===== config.mk =====
export PLATFORM = sky130hd
export DESIGN_NAME = mi3_skid
export DESIGN_NICKNAME = d
export VERILOG_FILES = /design/src/sv/mi3_skid.sv
export SDC_FILE = /design/constraint.sdc
export NUM_CORES = 1
export LEC_CHECK = 0
export ABC_AREA = 1
export ABC_CLOCK_PERIOD_IN_PS = 2100
export BUFFER_PORTS_ARGS = -buffer_cell sky130_fd_sc_hd__buf_4
export CORE_MARGIN = 2
export CORE_UTILIZATION = 55
export CTS_BUF_LIST = sky130_fd_sc_hd__clkbuf_8
export CTS_CLUSTER_SIZE = 20
export DETAILED_ROUTE_END_ITERATION = 12
export GPL_TIMING_DRIVEN = 1
export PLACE_DENSITY = 0.85
export SLEW_MARGIN = 20
export SYNTH_ARGS = -nofsm -noshare
export SYNTH_HDL_FRONTEND = slang
export SYNTH_SLANG_ARGS = --single-unit
export TNS_END_PERCENT = 100

===== constraint.sdc =====
create_clock -name clk -period 2.1 [get_ports clk]
set_input_delay 0.42 -clock clk [delete_from_list [all_inputs] [get_ports clk]]
set_output_delay 0.42 -clock clk [all_outputs]
set_load 0.005 [all_outputs]

===== src/sv/mi3_skid.sv =====
// Two-entry output skid buffer; ready toward the pipeline is registered.
module mi3_skid #(
  parameter int WIDTH = 8
) (
  input  logic             clk,
  input  logic             rst_n,
  input  logic             in_valid,
  output logic             in_ready,
  input  logic [WIDTH-1:0] in_data,
  output logic             out_valid,
  input  logic             out_ready,
  output logic [WIDTH-1:0] out_data
);

  logic             main_v_r;
  logic             skid_v_r;
  logic [WIDTH-1:0] main_d_r;
  logic [WIDTH-1:0] skid_d_r;

  assign in_ready = !skid_v_r;

  // Control: main register feeds the port, skid catches a transfer during a stall
  always_ff @(posedge clk) begin
    if (!rst_n) begin
      main_v_r <= 1'b0;
      skid_v_r <= 1'b0;
    end else if (skid_v_r) begin
      if (out_ready) begin
        skid_v_r <= 1'b0;
      end
    end else if (in_valid) begin
      if (main_v_r && !out_ready) begin
        skid_v_r <= 1'b1;
      end else begin
        main_v_r <= 1'b1;
      end
    end else if (out_ready) begin
      main_v_r <= 1'b0;
    end
  end

  // Payload
  always_ff @(posedge clk) begin
    if (skid_v_r) begin
      if (out_ready) begin
        main_d_r <= skid_d_r;
      end
    end else if (in_valid) begin
      if (main_v_r && !out_ready) begin
        skid_d_r <= in_data;
      end else begin
        main_d_r <= in_data;
      end
    end
  end

  assign out_valid = main_v_r;
  assign out_data  = main_d_r;

endmodule


==> flow_summary.ini <==
[die]
die_w_um = 40.2
ios = 22
rows = 13
core_area_sq_um = 1250
start_util_pct = 57.4
die_height_um = 40.2
die_area_sq_um = 1610

[global_route]
met2_usage_pct = 26.2
grt-ovfl-total = 0
antenna_found_initial = 0
grtUsageTotal_pct = 18.0
grt_pass1_wl_um = 1640
met3_usage_pct = 12.8
top_usage_layer = met2
grt_pass1_vias = 381
use_met1_pct = 18.6
grt_start_max_net_pins = 13

[worst_setup_path]
crit_chain = inv_1 -> buf_4
cp-start-kind = flip-flop
critPathSlowestCell = dfxtp_1
cpPeakStageDelay_ns = 0.53
crit_arrival_ns = 1.25
endpoint_kind = primary output
path_buf_inv = 2
crit_required_ns = 1.68
crit_type = flip-flop to primary output
worstPathMaxFanout = 12
crit_family = flip-flops

[place]
port_buffers = 21
dp_hpwl_um = 898
routabilityCongestion = 0.751

[sta]
skew_ns = 0.00143
relSlewSlack_pct = 71.5
period_share_pct = 79.5
rsz0062_at_grt = false
tightest_slew_ns = 0.427
setup_violations = 0
hold_ws_ns = 0.353
report.final.hold_viol_count = 0
fin_tns_setup_ns = 0
fin_crit_ns = 1.67
fmax_mhz = 599
slew_violations = 0

[finish]
multi_input_area_sq_um = 150
final_cell_mix = 30 x nand2_1, 21 x buf_4, 16 x edfxtp_1
n_antenna_cell = 0
fillers = 88
final_common_cell = nand2_1
drive_above_1_share_pct = 30.6
seqCellArea_sq_um = 520
nets = 98
area_growth_pct = 27.7

[detailed_routing]
drc = 0
drtIter0Drc = 11
detail-route-antenna-nets = 0
routedWlPerCell_um = 11.7
route.vias.total = 475
viasPerCell = 4.75
dr.pass1.iters = 4
finalWirelength_um = 1170

[logic_synthesis]
synth_xor_area_share_pct = 0
avgSynthCellArea_sq_um = 11.6
synth_top_cell_by_area = edfxtp_1
ys_types = 10
yosysTopAreaCellShare_pct = 66.8
ys_warn_count = 0
synth-simple-area-share_pct = 18.4
synth_seq_cells = 18
synth_top_family_by_area = simple AND/OR/NAND/NOR gates
synthAdderAreaFrac_pct = 0
synth_area_leaders = edfxtp_1 67%, nand2_1 16%, dfxtp_1 5.6%
synthCells = 62
synthMuxAreaShare_pct = 0
synth_nets = 74
yosysSeqAreaShare_pct = 72.3
synth-compound-area-share_pct = 2.43
netlist_area_sq_um = 719

[pwr]
power.net_switching_mw = 0.148
cellLeakagePower_nw = 0.416
powerDensity_nw_per_um2 = 792
peakVddDrop_mv = 0.815
intPower_mw = 0.579
switching_share_pct = 20.4
power_mw = 0.727
power.share.clock_pct = 32.8
seqPwrFrac_pct = 57.5
combPwrFrac_pct = 9.7

[clock_network]
cts_buffers = 3
root_buffer = clkbuf_8
cts_tree = built
cts_buffer_depth = 2
numClockSinks = 18
clk_pin_slew_ns = 0.06
cts-resized-gates = 0
cts-htree-levels = 1
cts_hold_buf = 0
clock_latency_ns = 0.25
postCtsSetupBuffers = 0

[run]
maxCapViolations = 0

[worst_hold_path]
worstHoldPathType = primary input to flip-flop

[status]
status = completed
## synth_stat cells
master and count:
a21oi_1 1, dfxtp_1 2, buf_6 2, nor2_1 1
o22ai_2 1, nor2_4 1, nand2_1 30, inv_1 7
nand3_1 1, edfxtp_1 16
## final timing paths
check	startpoint	end	slack, ns	cells past startpoint
max reg2reg	skid_v_r	out_data[3]	0.50	3
max	skid_v_r	in_ready	0.43	2
min	in_data[0]	skid_d_r[0]	0.35	1
min reg2reg	skid_d_r[6]	out_data[6]	0.53	2
## logic make-up after synthesis
kind of cell / count (synthesis)
flops: 18
simple gates: 33
compound gates: 2
buf+inv: 9
## routing by layer
metal	share of wire, %	vias to the layer above	wire, um
li1	-	245	-
met1	41	207	486
met2	49	19	576
met3	7.1	4	83
met4	2.3	0	27
met5	0	-	0
## power groups by stage
stage / clock [mW] / combinational, mW / sequential, mW
2_1_floorplan: 0 / 0.0276 / 0.426
3_3_place_gp: 0 / 0.0681 / 0.425
3_5_place_dp: 0 / 0.0705 / 0.427
4_1_cts: 0.248 / 0.0710 / 0.419
5_1_grt: 0.263 / 0.0786 / 0.420
6_report: 0.238 / 0.0703 / 0.418
## worst register-to-register path, stage by stage, from the launching register on
cell and delay, ns:
dfxtp_1 0.42, inv_1 0.31, nand2_1 0.16, o22ai_2 0.37
## area by class of cell
class / instances / share of cell area [%]
flip-flops and latches: 18 / 56.7
repair buffers: 21 / 17.2
multi-input cells: 35 / 16.3
clock buffers: 3 / 4.50
inverters: 7 / 2.86
well taps: 15 / 2.04
clock inverters: 1 / 0.409
## per-stage QoR
step | util, % | instances | cell area, sq um | setup WS, ns
floorplan | - | 62 | 719 | 0.893
global placement | 69.7 | 96 | 873 | 0.624
detailed placement | 69.7 | 96 | 873 | 0.517
CTS | 73.3 | 100 | 918 | 0.436
global route | 73.3 | 100 | 918 | 0.335
finish | 73.3 | 100 | 918 | 0.431
## registers in the layout, indices dropped and copies added (netlist names)
register	count
out_valid	1
skid_d_r	8
skid_v_r	1
out_data	8
(Power assumes the default switching activity.)
